File: src/hw/rtl/socd_pkg.sv
// shared types and constants for the socd direction cleaner
package socd_pkg;

  localparam int DIR_W   = 3;
  localparam int LAYER_W = 3;

  // number of layers with their own state set
  localparam logic [LAYER_W:0] LAYERS = (LAYER_W + 1)'(8);

  localparam logic [DIR_W-1:0] DIR_UP    = 3'd0;
  localparam logic [DIR_W-1:0] DIR_DOWN  = 3'd1;
  localparam logic [DIR_W-1:0] DIR_LEFT  = 3'd2;
  localparam logic [DIR_W-1:0] DIR_RIGHT = 3'd3;

  localparam logic [1:0] SIDE_NONE    = 2'd0;
  localparam logic [1:0] SIDE_PRESS   = 2'd1;
  localparam logic [1:0] SIDE_RELEASE = 2'd2;

  localparam logic MODE_NEUTRAL  = 1'b0;
  localparam logic MODE_LAST_WIN = 1'b1;

  typedef struct packed {
    logic [DIR_W-1:0]   direction;
    logic               pressed;
    logic [LAYER_W-1:0] layer;
  } event_t;

  typedef struct packed {
    logic       pass_event;
    logic [1:0] side_action;
    logic [1:0] side_direction;
  } result_t;

  typedef struct packed {
    logic       we;
    logic [3:0] held;
    logic [1:0] winner;
  } state_upd_t;

endpackage

File: src/hw/rtl/socd_resolve.sv
// resolve logic: one key event against the held state of its layer
module socd_resolve (
  input  logic                 mode,
  input  socd_pkg::event_t     evt,
  input  logic [3:0]           held,
  input  logic [1:0]           winner,
  output socd_pkg::result_t    res,
  output socd_pkg::state_upd_t upd
);
  import socd_pkg::*;

  logic       dir_ok;
  logic [1:0] dir2;
  logic [1:0] opp;
  logic       axis;
  logic       first;
  logic       opp_held;
  logic [3:0] dir_bit;
  logic [1:0] axis_bit;
  logic       pass;
  logic [1:0] act;

  assign dir_ok   = (evt.direction <= DIR_RIGHT) && ({1'b0, evt.layer} < LAYERS);
  assign dir2     = evt.direction[1:0];
  assign opp      = dir2 ^ 2'd1;
  assign axis     = dir2[1];
  assign first    = ~dir2[0];
  assign opp_held = held[opp];
  assign dir_bit  = 4'b0001 << dir2;
  assign axis_bit = 2'b01 << axis;

  always_comb begin
    pass       = 1'b1;
    act        = SIDE_NONE;
    upd.we     = dir_ok;
    upd.held   = evt.pressed ? (held | dir_bit) : (held & ~dir_bit);
    upd.winner = winner;
    if (dir_ok && opp_held) begin
      if (mode == MODE_NEUTRAL) begin
        if (!axis) begin
          // up dominates down
          if (first) begin
            act = evt.pressed ? SIDE_RELEASE : SIDE_PRESS;
          end else begin
            pass = 1'b0;
          end
        end else begin
          act  = evt.pressed ? SIDE_RELEASE : SIDE_PRESS;
          pass = 1'b0;
        end
      end else begin
        if (evt.pressed) begin
          act = SIDE_RELEASE;
          if (first) begin
            upd.winner = winner | axis_bit;
          end else begin
            upd.winner = winner & ~axis_bit;
          end
        end else if (winner[axis] == first) begin
          act = SIDE_PRESS;
        end else begin
          pass = 1'b0;
        end
      end
    end
    res.pass_event     = pass;
    res.side_action    = act;
    res.side_direction = (act == SIDE_NONE) ? 2'd0 : opp;
  end

endmodule

File: src/hw/rtl/socd_direction_cleaner_unit.sv
// top level of the socd direction cleaner: input register, state, result register
// pipeline: the event is registered in the input reg, resolved combinationally and then
// registered in the result reg, which drives the outputs
// throughput: one event per cycle while out_stall does not hold the result reg; the per-layer
// read-modify-write of held directions and axis winners completes in the cycle the event leaves the input reg
// reset: rst_n synchronous active low clears the valid flags of both stages, mode and all layer state
module socd_direction_cleaner_unit (
  input  logic                            clk,
  input  logic                            rst_n,
  input  logic                            in_valid,
  output logic                            in_stall,
  input  logic [socd_pkg::DIR_W-1:0]      in_direction,
  input  logic                            in_pressed,
  input  logic [socd_pkg::LAYER_W-1:0]    in_layer,
  output logic                            out_valid,
  input  logic                            out_stall,
  output logic                            out_pass_event,
  output logic [1:0]                      out_side_action,
  output logic [1:0]                      out_side_direction,
  input  logic                            cfg_valid,
  output logic                            cfg_ready,
  input  logic                            cfg_resolve_mode
);
  import socd_pkg::*;

  localparam int NUM_LAYERS = int'(LAYERS);

  logic       mode_r;
  logic       s1_valid_r;
  event_t     s1_evt_r;
  logic       s2_valid_r;
  result_t    s2_res_r;
  logic [3:0] held_r   [NUM_LAYERS];
  logic [1:0] winner_r [NUM_LAYERS];

  logic       s2_free;
  logic       s1_move;
  logic       in_xfer;
  result_t    res;
  state_upd_t upd;

  assign cfg_ready = 1'b1;
  assign s2_free   = !s2_valid_r || !out_stall;
  assign s1_move   = s1_valid_r && s2_free;
  assign in_stall  = s1_valid_r && !s2_free;
  assign in_xfer   = in_valid && !in_stall;

  socd_resolve u_resolve (
    .mode   (mode_r),
    .evt    (s1_evt_r),
    .held   (held_r[s1_evt_r.layer]),
    .winner (winner_r[s1_evt_r.layer]),
    .res    (res),
    .upd    (upd)
  );

  always_ff @(posedge clk) begin
    if (!rst_n) begin
      mode_r     <= MODE_NEUTRAL;
      s1_valid_r <= 1'b0;
      s2_valid_r <= 1'b0;
      for (int i = 0; i < NUM_LAYERS; i++) begin
        held_r[i]   <= 4'd0;
        winner_r[i] <= 2'd0;
      end
    end else begin
      if (cfg_valid && cfg_ready) begin
        mode_r <= cfg_resolve_mode;
      end
      if (in_xfer) begin
        s1_valid_r <= 1'b1;
      end else if (s1_move) begin
        s1_valid_r <= 1'b0;
      end
      if (s2_free) begin
        s2_valid_r <= s1_valid_r;
      end
      // state changes only when the event actually leaves the input reg
      if (s1_move && upd.we) begin
        held_r[s1_evt_r.layer]   <= upd.held;
        winner_r[s1_evt_r.layer] <= upd.winner;
      end
    end
  end

  always_ff @(posedge clk) begin
    if (in_xfer) begin
      s1_evt_r.direction <= in_direction;
      s1_evt_r.pressed   <= in_pressed;
      s1_evt_r.layer     <= in_layer;
    end
    if (s1_move) begin
      s2_res_r <= res;
    end
  end

  assign out_valid          = s2_valid_r;
  assign out_pass_event     = s2_res_r.pass_event;
  assign out_side_action    = s2_res_r.side_action;
  assign out_side_direction = s2_res_r.side_direction;

`ifndef NO_ASSERTIONS
  a_no_stall_when_empty: assert property (@(posedge clk) disable iff (!rst_n)
    !s1_valid_r |-> !in_stall)
    else $error("input stalled with empty input stage");

  a_move_fills_out: assert property (@(posedge clk) disable iff (!rst_n)
    s1_move |=> out_valid)
    else $error("processed event did not reach result register");

  a_side_dir_zero: assert property (@(posedge clk) disable iff (!rst_n)
    (out_valid && out_side_action == SIDE_NONE) |-> out_side_direction == 2'd0)
    else $error("side direction set without side action");

  a_side_code: assert property (@(posedge clk) disable iff (!rst_n)
    out_valid |-> (out_side_action == SIDE_NONE || out_side_action == SIDE_PRESS ||
                   out_side_action == SIDE_RELEASE))
    else $error("illegal side action code");
`endif

endmodule

File: config.mk
export PLATFORM = sky130hd
export DESIGN_NAME = socd_direction_cleaner_unit
export DESIGN_NICKNAME = d
export VERILOG_FILES = /design/src/hw/rtl/socd_pkg.sv /design/src/hw/rtl/socd_resolve.sv /design/src/hw/rtl/socd_direction_cleaner_unit.sv
export SDC_FILE = /design/constraint.sdc
export NUM_CORES = 1
export LEC_CHECK = 0
export BUFFER_PORTS_ARGS = -buffer_cell sky130_fd_sc_hd__buf_2
export CAP_MARGIN = 25
export CORE_AREA = 4 4 93 78
export CTS_BUF_LIST = sky130_fd_sc_hd__clkbuf_8
export DETAILED_ROUTE_END_ITERATION = 8
export DIE_AREA = 0 0 97 82
export GPL_TIMING_DRIVEN = 0
export PLACE_DENSITY = 0.68
export SLEW_MARGIN = 20
export SYNTH_ARGS = -nofsm -noshare
export SYNTH_HDL_FRONTEND = slang
export SYNTH_SLANG_ARGS = --single-unit
File: constraint.sdc
create_clock -name clk -period 2.7 [get_ports clk]
set_input_delay 0.135 -clock clk [delete_from_list [all_inputs] [get_ports clk]]
set_output_delay 0.135 -clock clk [all_outputs]
set_load 0.01 [all_outputs]
### Word-level counts from Yosys, hierarchy flattened

Memories as Yosys holds them, arrays and structs flattened. A register that Yosys moved wholly into a read port is not among the register bits.
Index checks and enable logic that the tools add are counted.

| cells by class | value |
|---|---|
| multiplexer cells | 35 |
| shifts and indexed selects | 2 |
| bitwise gates (word level) | 7 |
| eq/ne operators | 1 |
| reductions and logical operators | 14 |
| order comparisons | 3 |

Operator list:

| kind | number |
|---|---|
| two-way mux 2 bit | 11 |
| two-way mux 1 bit | 17 |
| two-way mux 3 bit | 4 |
| two-way mux 4 bit | 2 |
| logical AND 1 bit | 5 |
| bitwise AND 4 bit | 1 |
| logical NOT 1 bit | 4 |
| inverter 4 bit | 1 |
| bitwise OR 4 bit | 1 |
| OR reduction 4 bit | 1 |
| left shift 1 x 2 -> 4 bit (first input constant) | 1 |
| less-or-equal comparator 3 x 2 -> 1 bit (second input constant) | 1 |
| less-than comparator 2 x 3 -> 1 bit (second input constant) | 1 |
| bitwise AND 2 bit | 1 |
| binary-select mux 1 bit (select 2 bit) | 1 |
| logical NOT 2 bit | 1 |
| less-than comparator 1 x 2 -> 1 bit (second input constant) | 1 |
| inverter 2 bit | 1 |
| bitwise OR 2 bit | 1 |
| nonzero test 2 bit | 1 |
| OR reduction 2 bit | 1 |
| left shift 1 x 1 -> 2 bit (first input constant) | 1 |
| == test 1 bit | 1 |
| logical OR 1 bit | 1 |
| inverter 1 bit | 1 |

| storage, ports and cells | value |
|---|---|
| bits in writable memories | 48 |
| flip-flop bits (word level) | 15 |
| output and inout port bits | 8 |
| bits of input ports | 13 |
| memories kept | 2 |

Memory list:

| name | depth | bits a word | read ports | clocked after memory_dff | write ports | RTL line | source |
|---|---|---|---|---|---|---|---|
| held_r | 8 | 4 | 1 | 1 | 8 | socd_direction_cleaner_unit.sv:33 | `logic [3:0] held_r [NUM_LAYERS];` |
| winner_r | 8 | 2 | 1 | 1 | 8 | socd_direction_cleaner_unit.sv:34 | `logic [1:0] winner_r [NUM_LAYERS];` |

### Depth between registers and ports, before layout

Gate-level depths: netlist (run 1).

| depth | value |
|---|---|
| depth after elaboration | 9 |
| depth in mapped cells | 9 |

### Hierarchy

From an unflattened synthesis (run 1), not the netlist that was laid out.

| second synthesis, totals | value |
|---|---|
| cell total of the unflattened synthesis | 215 |
| area total of the unflattened synthesis | 3263.1 um^2 |

Modules (own cells, without submodules):

| module | area an instance (um^2) | times used | cells an instance | seq. area each (um^2) |
|---|---|---|---|---|
| socd_direction_cleaner_unit | 2957.8 | 1 | 177 | 1921.8 |
| socd_resolve | 305.3 | 1 | 38 | 0.0 |

### Worst setup path after synthesis (run 1)

Ideal clock, no wire load.

| timing path | value |
|---|---|
| kind | register to register |
| start point | register s1_evt_r[4] (netlist name) |
| end point | memory winner_r[0][0], data pin |
| setup time | 268 ps |
| clock period less this slack | 1964 ps |
| data arrival time | 1696 ps |
| buffers on the path | 2 |
| cell stages (with the launch flop) | 8 |
| path slack | 736 ps |
| cells stage by stage | edfxtp_1 -> clkbuf_1 -> nor2b_1 -> nand4_1 -> and4_4 -> buf_6 -> nor3_4 -> nor3_2 |

RTL lines:

| what | RTL line | source |
|---|---|---|
| start, declared | socd_direction_cleaner_unit.sv:30 | `event_t s1_evt_r;` |
| end, declared | socd_direction_cleaner_unit.sv:34 |  |

==> impl_metrics.tcl, run 1 <==
set metrics [dict create \
    reg2reg_setup_slack_ns 0.26 \
    drc 0 \
    syn_nets 257 \
    initial_core_util_pct 49.0 \
    critPathSlowestCell "nor3_2" \
    path_clk_slew_ns 0.07 \
    die_y_um 82 \
    ys_top_cells_by_area "edfxtp_1, mux2i_1, nor2_1, dfxtp_1, nor3_2" \
    synth_top_family_by_area "simple AND/OR/NAND/NOR gates" \
    critical_path_required_ns 2.77 \
    rsz0062_at_grt "false" \
    ant_nets 0 \
    gp_congestion 0.767 \
    layout-drive-gt1-share_pct 21.3 \
    r2r_start "s1_evt_r[4]" \
    crit_family "simple AND/OR/NAND/NOR gates" \
    endpoint "winner_r[0][1]" \
    ys_seq_area_share_pct 62.5 \
    vias 2052 \
    power_density_mw_per_mm2 653 \
    cts_buffers 9 \
    p_leak_nw 1.32 \
    max_clock_freq_ghz 0.409 \
    syn_area_mm2 0.00307 \
    outcome "finished, final reports clean" \
    die_x_um 97 \
    antenna_found_initial 0 \
    grt_remaining_overflow 0 \
    slew_headroom_pct 35.4 \
    ys_types 38 \
    setup_viol 0 \
    reg2regPathDepth 7 \
    setup_tns_ns 0 \
    tightestPinTransition_ns 0.968 \
    holdWs_ns 0.00945 \
    cts_sinks 66 \
    grt_pass1_wl_mm 10.4 \
    first_iter_violations 185 \
    rows 26 \
    synthAdderAreaFrac_pct 0 \
    netlist.area_leader.share_pct 58.6 \
    hold_class "input pin to flip-flop" \
    final_area_mm2 0.00356 \
    synth_warnings 0 \
    start_kind "flip-flop" \
    routed_wl_mm 6.69 \
    cp_num_cells 7 \
    synthCells 244 \
    critPathMaxStageDelay_ns 0.52 \
    first_pass_iters 4 \
    max_cap_violations 0 \
    crit_chain "clkbuf_1, nor2b_1, nand4_1, and4_4, buf_6, nor3_2, nor3_1" \
    syn_avg_cell_area_um2 12.6 \
    worst-path-buf-inv 2 \
    critPathKind "flip-flop to flip-flop" \
    place_ws_ns 0.122 \
    hold_viol 0 \
    cp-startpoint "s1_evt_r[4]" \
    muxShareOfSynthArea_pct 9.89 \
    grt_pass1_vias 1923 \
    ioPinCount 21 \
    dp.cells 347 \
    area_growth_pct 15.8 \
    nFillCells 531 \
    yosysTopAreaCell "edfxtp_1" \
    wire_per_inst_um 18.1 \
    insertion_delay_ns 0.34 \
    vdd_drop_max_uv 346 \
    period_minus_slack_ns 2.44 \
    fin_cells 370 \
    grt_start_max_net_pins 13 \
    cts-root-buf "clkbuf_8" \
    fin_crit_sh_pct 90.5 \
    postLayoutSetupSlackWorst_ns 0.257 \
    dp_hpwl_mm 4.75 \
    crit_path_end_kind "flip-flop" \
    fin_util_pct 56.7 \
    clock_skew_ns 0.00843 \
    totalPowerFinal_mw 2.32 \
    synth_simple_gate_area_share_pct 18.3 \
    synth-seq-cells 66 \
    core-area_mm2 0.00628 \
    clock_tree.buffer_depth 2 \
    timing.rr.end "winner_r[0][1]" \
    synthXorXnorAreaFrac_pct 0.285 \
    layout.nets 294 \
    dpl_cell_area_mm2 0.00327 \
    dieArea_mm2 0.00795 \
    avgViaCountPerCell 5.55 \
    cts_tree "yes" \
    cts_setup_buffers 0 \
    slew_viol_final 0 \
    synth_compound_area_share_pct 5.82 \
    port_buffers 19 \
    worstPathMaxFanout 8 \
    arrival_ns 2.51 \
    grt_usage_pct 17.8 \
    num_antenna_cells 0 \
    htreeDepth 3 \
]
-- cells in the mapped netlist, drive strengths merged --
library cell / n
buf: 6
nand4: 3
o211ai: 1
and3: 2
a221oi: 1
nor2b: 8
and4: 1
nand3: 6
nand2: 24
o31a: 1
mux2: 3
nand3b: 2
nand2b: 2
a21oi: 4
conb: 1
a31oi: 1
mux4: 4
a2111oi: 1
and2: 1
dfxtp: 6
o311a: 1
clkbuf: 3
o21ai: 4
a21boi: 1
nor3: 19
edfxtp: 60
mux2i: 18
a22oi: 6
nor2: 44
inv: 6
xnor2: 1
o21a: 3
-- worst register-to-register path: stages, from the launching register on --
cell      delay (ns)
edfxtp_1        0.33
clkbuf_1        0.28
nor2b_1         0.45
nand4_1         0.13
and4_4          0.22
buf_6           0.13
nor3_2          0.52
nor3_1          0.11
-- layer usage --
metal	track usage (%)	routed length (µm)	vias to the layer above
li1	-	-	969
met1	24.3	3120	1012
met2	27.9	3100	62
met3	5.86	407	9
met4	3.79	63	0
met5	0	0	-
-- state kept, by name, summed over array words and instances, names as in the netlist, named ones only --
signal,cells
out_side_direction,2
s1_valid_r,1
held_r,32
winner_r,16
mode_r,1
out_side_action,2
out_valid,1
s1_evt_r,7
out_pass_event,1
-- cell type report --
cell class                      instances  area, µm²  area share [%]
Clock buffer                           11        151            4.25
Clock inverter                          5       62.6            1.76
Buffer                                  9       71.3            2.00
Timing Repair Buffer                   26        165            4.64
Multi-Input combinational cell        163       1060            29.7
Tap cell                               84        105            2.95
Sequential cell                        66       1920            54.0
Inverter                                6       22.5           0.633
-- worst min-delay path by stage --
stage | startpoint | endpoint | depth (start not counted)
6_report | in_valid | s1_valid_r | 2
5_1_grt | in_valid | s1_valid_r | 2
4_1_cts | in_valid | s1_valid_r | 2
3_5_place_dp | in_direction[0] | s1_evt_r[4] | 1
3_3_place_gp | in_direction[2] | s1_evt_r[6] | 1
2_1_floorplan | in_layer[0] | s1_evt_r[0] | 0
-- cells by family (layout without fill, tap and decap cells) --
family                    Yosys count  after routing
AOI/OAI and AO/OA                  24             24
xor gates and xnor gates            1              1
buffers and inverters              15             57
DFF                                66             66
muxes                              25             25
other                               1              1
and+or+nand+nor                   112            112
-- where the power goes --
group / total [mW] / switching (mW) / internal (mW)
Clock: 0.866 / 0.386 / 0.479
Combinational: 0.282 / 0.176 / 0.105
Sequential: 1.18 / 0.0201 / 1.16
-- cell usage in the layout (no fill, tap or decap), types with 2 or more instances in the layout --
master,Yosys,layout
edfxtp_1,60,60
buf_2,2,21
and3_1,2,2
a21oi_1,4,4
nand3_1,6,6
mux2i_1,18,18
a22oi_1,5,5
dfxtp_1,6,6
nor2b_1,8,8
nor3_2,9,9
nand3b_1,2,2
nor3_1,9,9
dlygate4sd3_1,0,7
nand4_1,3,3
clkinv_4,0,2
o21a_1,3,3
inv_1,6,6
o21ai_0,4,4
mux4_2,4,4
mux2_2,3,3
clkinvlp_4,0,2
nand2_1,24,24
nor2_1,44,44
clkbuf_8,0,11
clkbuf_1,3,3
nand2b_1,2,2
buf_6,2,2
-- timing repair --
action / CTS / global route
hold buffers: 7 / 0
endpoints found under the hold margin: 7 / 0
endpoints found under the setup margin: 0 / 36
resized for setup: 0 / 1
Power figures use the tool's default switching activity.
==> run 2, diff against run 1 <==
- clock period: 2.7 -> 2.81 ns (I/O delays scaled with it)
==> run 2 against run 1 <==
  * Combinational power down 4%
  * First-iteration DRC count is 1.1% lower
  * Wire length barely moved
  * Largest power group unchanged
  * Sequential share of layout area unchanged
  * Worst setup slack got worse by 0.067 ns
  * Via count about the same
==> impl_metrics.tcl, run 2 (synthesized netlist as in run 1, its figures left out) <==
set metrics [dict create \
    slew_headroom_pct 34.6 \
    cts_setup_buffers 0 \
    postLayoutSetupSlackWorst_ns 0.189 \
    setup_tns_ns 0 \
    insertion_delay_ns 0.34 \
    path_clk_slew_ns 0.07 \
    cp-startpoint "s1_valid_r" \
    fin_crit_sh_pct 93.3 \
    totalPowerFinal_mw 2.23 \
    grt_start_max_net_pins 13 \
    avgViaCountPerCell 5.54 \
    area_growth_pct 15.8 \
    reg2regPathDepth 5 \
    timing.rr.end "held_r[4][0]" \
    crit_path_end_kind "flip-flop" \
    r2r_start "s1_valid_r" \
    clockPowerShare_pct 37.3 \
    start_kind "flip-flop" \
    die_x_um 97 \
    reg_top3 "held_r: 32 flops, winner_r: 16 flops, s1_evt_r: 7 flops" \
    clock_skew_ns 0.00843 \
    cts_sinks 66 \
    p_sw_mw 0.560 \
    grt_pass1_wl_mm 10.4 \
    first_iter_violations 183 \
    antenna_found_initial 0 \
    swShare_pct 25.1 \
    p_leak_nw 1.32 \
    outcome "finished, final reports clean" \
    worstPathMaxFanout 7 \
    cts_buffers 9 \
    wire_per_inst_um 18.1 \
    grt_pass1_vias 1923 \
    num_antenna_cells 0 \
    fin_util_pct 56.7 \
    clock_tree.buffer_depth 2 \
    htreeDepth 3 \
    dieArea_mm2 0.00795 \
    rsz0062_at_grt "false" \
    critPathKind "flip-flop to flip-flop" \
    vdd_drop_max_uv 332 \
    power_density_mw_per_mm2 628 \
    setup_viol 0 \
    hold_viol 0 \
    grt_usage_pct 17.8 \
    power_frac_comb_pct 12.1 \
    die_y_um 82 \
    critical_path_required_ns 2.82 \
    rows 26 \
    tightestPinTransition_ns 0.972 \
    top_register "held_r" \
    period_minus_slack_ns 2.62 \
    min_to "s1_valid_r" \
    drc 0 \
    slew_viol_final 0 \
    cts-root-buf "clkbuf_8" \
    ant_nets 0 \
    hold_class "input pin to flip-flop" \
    sequentialPowerShare_pct 50.6 \
    ioPinCount 21 \
    first_pass_iters 4 \
    final_cell_mix "edfxtp_1, nor2_1, nand2_1, buf_2, mux2i_1" \
    layout.nets 294 \
    routed_wl_mm 6.69 \
    largest_register_ffs 32 \
    arrival_ns 2.63 \
    p_int_mw 1.67 \
    gp_congestion 0.767 \
    cts_tree "yes" \
    max_cap_violations 0 \
    post_cts_resized 0 \
    layout-drive-gt1-share_pct 21.3 \
    layout_commonest_cell "edfxtp_1" \
    reg2reg_setup_slack_ns 0.19 \
    port_buffers 19 \
    core-area_mm2 0.00628 \
    max_clock_freq_ghz 0.382 \
    initial_core_util_pct 49.0 \
    vias 2051 \
    min_from "in_valid" \
    hold_depth 2 \
    place_ws_ns 0.232 \
    dp_hpwl_mm 4.75 \
    grt_remaining_overflow 0 \
]
run 2: worst max path at each step:
stage          cells past startpoint  slack (ns)        endpoint
3_3_place_gp                       5        0.25    held_r[5][0]
2_1_floorplan                      7        0.85  winner_r[0][0]
4_1_cts                            5        0.22  winner_r[4][1]
5_1_grt                            5       0.008  winner_r[5][0]
6_report                           5        0.19    held_r[4][0]
3_5_place_dp                       5        0.23    held_r[4][0]
run 2: critical path, cell delays in order (launching register included):
cell and delay [ns]:
dfxtp_1 0.35, a21boi_0 0.78, nand3b_1 0.19, nor2_1 0.29
nand2_1 0.30, nand2_1 0.39
run 2: power groups by stage:
stage               clock (mW)  combinational (mW)  sequential (mW)
floorplan                    0               0.184             1.15
global placement             0               0.256             1.15
detailed placement           0               0.260             1.15
CTS                      0.842               0.268             1.13
global route             0.887               0.294             1.13
finish                   0.832               0.270             1.13
run 2: area by class of cell:
cell class | instances | area (µm²)
clock buffer | 11 | 151
clock inverter | 5 | 62.6
tap | 84 | 105
buffer | 9 | 71.3
inverter | 6 | 22.5
timing repair buffer | 26 | 165
multi-input combinational | 163 | 1060
fill | 531 | 2720
sequential | 66 | 1920
run 2: metrics by stage:
stage	hold slack (ns)	std cells	instance area, µm²
after global routing	0.0270	370	3560
after CTS	0.0102	370	3560
after floorplan	0.239	244	3070
final	0.0149	370	3560
after detailed placement	0.319	347	3270
after global placement	0.318	347	3270
run 2: per-layer routing:
metal	track usage, %	part of all wire (%)
met5	0	0
met4	3.79	0.94
met3	5.86	6.2
met1	24.3	47
met2	27.9	46
run 2: what timing repair did:
| item | CTS | global route |
|---|---|---|
| endpoints found under the setup margin | 0 | 0 |
| hold buffers | 7 | 0 |
| endpoints found under the hold margin | 7 | 0 |
==> run 3, diff against run 2 <==
- PLACE_DENSITY: 0.68 -> 0.71
- clock period: 2.81 -> 2.3 ns (I/O delays scaled with it)
==> run 3 against run 2 <==
  * Clock skew increased by 0.0024 ns
  * Critical path depth grew 3
  * Non-clock buffer count increased by 3
  * Critical endpoint is now winner_r[0][0]
==> impl_metrics.tcl, run 3 (synthesized netlist as in run 1, its figures left out) <==
set metrics [dict create \
    slew_viol_final 0 \
    min_from "rst_n" \
    grt_start_max_net_pins 13 \
    die_y_um 82 \
    slew_headroom_pct 39.1 \
    max_clock_freq_ghz 0.452 \
    htreeDepth 3 \
    start_kind "flip-flop" \
    critPathKind "flip-flop to flip-flop" \
    path_clk_slew_ns 0.07 \
    vias 2048 \
    register_area_mm2 0.00192 \
    layout-drive-gt1-share_pct 25.6 \
    dieArea_mm2 0.00795 \
    reg2regPathDepth 8 \
    worstPathMaxFanout 8 \
    outcome "finished, final reports clean" \
    grt_pass1_vias 1956 \
    routed_wl_mm 6.63 \
    arrival_ns 2.40 \
    cts_buffers 9 \
    hold_class "input pin to flip-flop" \
    timing.rr.end "winner_r[0][0]" \
    tightestPinTransition_ns 0.909 \
    cts_tree "yes" \
    antenna_found_initial 0 \
    nFillCells 509 \
    rows 26 \
    reg_top3 "held_r: 32 flops, winner_r: 16 flops, s1_evt_r: 7 flops" \
    gp_congestion 0.782 \
    grt_usage_pct 17.7 \
    setup_viol 0 \
    final_cell_mix "edfxtp_1, nor2_1, nand2_1, buf_2, mux2i_1" \
    initial_core_util_pct 49.0 \
    ioPinCount 21 \
    hold_viol 0 \
    first_iter_violations 138 \
    multi_input_area_mm2 0.00111 \
    num_antenna_cells 0 \
    period_minus_slack_ns 2.21 \
    largest_register_ffs 32 \
    fin_cells 373 \
    grt_pass1_wl_mm 10.4 \
    port_buffers 19 \
    clock_skew_ns 0.0108 \
    min_to "out_valid" \
    postLayoutSetupSlackWorst_ns 0.0877 \
    max_cap_violations 0 \
    wire_per_inst_um 17.8 \
    insertion_delay_ns 0.34 \
    ant_nets 0 \
    clock_tree.buffer_depth 2 \
    vdd_drop_max_uv 443 \
    grt_remaining_overflow 0 \
    reg2reg_setup_slack_ns 0.09 \
    hold_depth 2 \
    p_leak_nw 1.35 \
    layout_commonest_cell "edfxtp_1" \
    drc 0 \
    die_x_um 97 \
    cts_sinks 66 \
    place_ws_ns -0.330 \
    cts-root-buf "clkbuf_8" \
    dp.cells 347 \
    core-area_mm2 0.00628 \
    avgViaCountPerCell 5.49 \
    dp_hpwl_mm 4.69 \
    layout.nets 297 \
    top_register "held_r" \
    power_density_mw_per_mm2 747 \
    rsz0062_at_grt "false" \
    crit_path_end_kind "flip-flop" \
    first_pass_iters 4 \
    fin_crit_sh_pct 96.2 \
    area_growth_pct 19.0 \
    critical_path_required_ns 2.49 \
]
-- run 3: changes by cell type in the layout (fill, tap and decap cells not counted), sizes merged --
cell,before,now
dlygate4sd3,7,8
clkbuf,14,15
buf,25,26
-- run 3: how the worst max path moves through the flow --
stage | startpoint | endpoint | slack, ns | depth (start not counted)
after floorplan | s1_evt_r[4] | winner_r[0][0] | 0.34 | 7
after global placement | s1_valid_r | held_r[4][0] | -0.25 | 5
after detailed placement | s1_valid_r | held_r[4][3] | -0.33 | 5
after CTS | flip-flop | held_r[1][1] | -0.02 | 8
after global routing | flip-flop | winner_r[3][0] | 0.002 | 8
final | flip-flop | winner_r[0][0] | 0.09 | 8
-- run 3: repair_timing --
item                                    CTS  global route
gates resized for setup                   5            10
endpoints found under the hold margin    11             0
hold buffers                              8             0
endpoints found under the setup margin   81            53
pin swaps                                 1             0
buffers inserted                          1             1
-- run 3: final cells by class --
type | count | area share [%]
Clock inverter | 5 | 1.71
Timing Repair Buffer | 29 | 5.88
Sequential cell | 66 | 52.5
Multi-Input combinational cell | 163 | 30.3
Clock buffer | 11 | 4.14
Inverter | 6 | 0.615
Buffer | 9 | 2.02
Tap cell | 84 | 2.87
-- run 3: report_power, final --
group	internal (mW)	switching, mW
Clock	0.563	0.441
Combinational	0.134	0.214
Sequential	1.36	0.0238
Total	2.05	0.679
-- run 3: metal layers --
metal / wire, µm / track usage (%) / vias to the layer above
met4: 90 / 4.63 / 0
met3: 510 / 6.11 / 12
met1: 2920 / 23.0 / 988
met5: 0 / 0 / -
li1: - / - / 978
met2: 3100 / 28.8 / 70
-- run 3: through the flow --
stage	hold WS, ns	util, %	instance area [µm²]	total power, mW	setup TNS [ns]
3_5_place_dp	0.294	52.2	3270	1.73	-12.40
3_3_place_gp	0.292	52.2	3270	1.72	-9.15
4_1_cts	0.000850	57.4	3600	2.75	-0.0174
5_1_grt	0.0233	58.3	3660	2.85	0
6_report	0.0245	58.3	3660	2.73	0
2_1_floorplan	0.214	-	3070	1.63	0
-- run 3: critical path: stages (launching register included) --
cell,delay (ns)
dfxtp_1,0.30
clkbuf_4,0.18
nor2b_2,0.21
a22oi_1,0.28
nand4_1,0.14
and4_4,0.22
buf_6,0.14
o31a_4,0.41
nor3_2,0.18
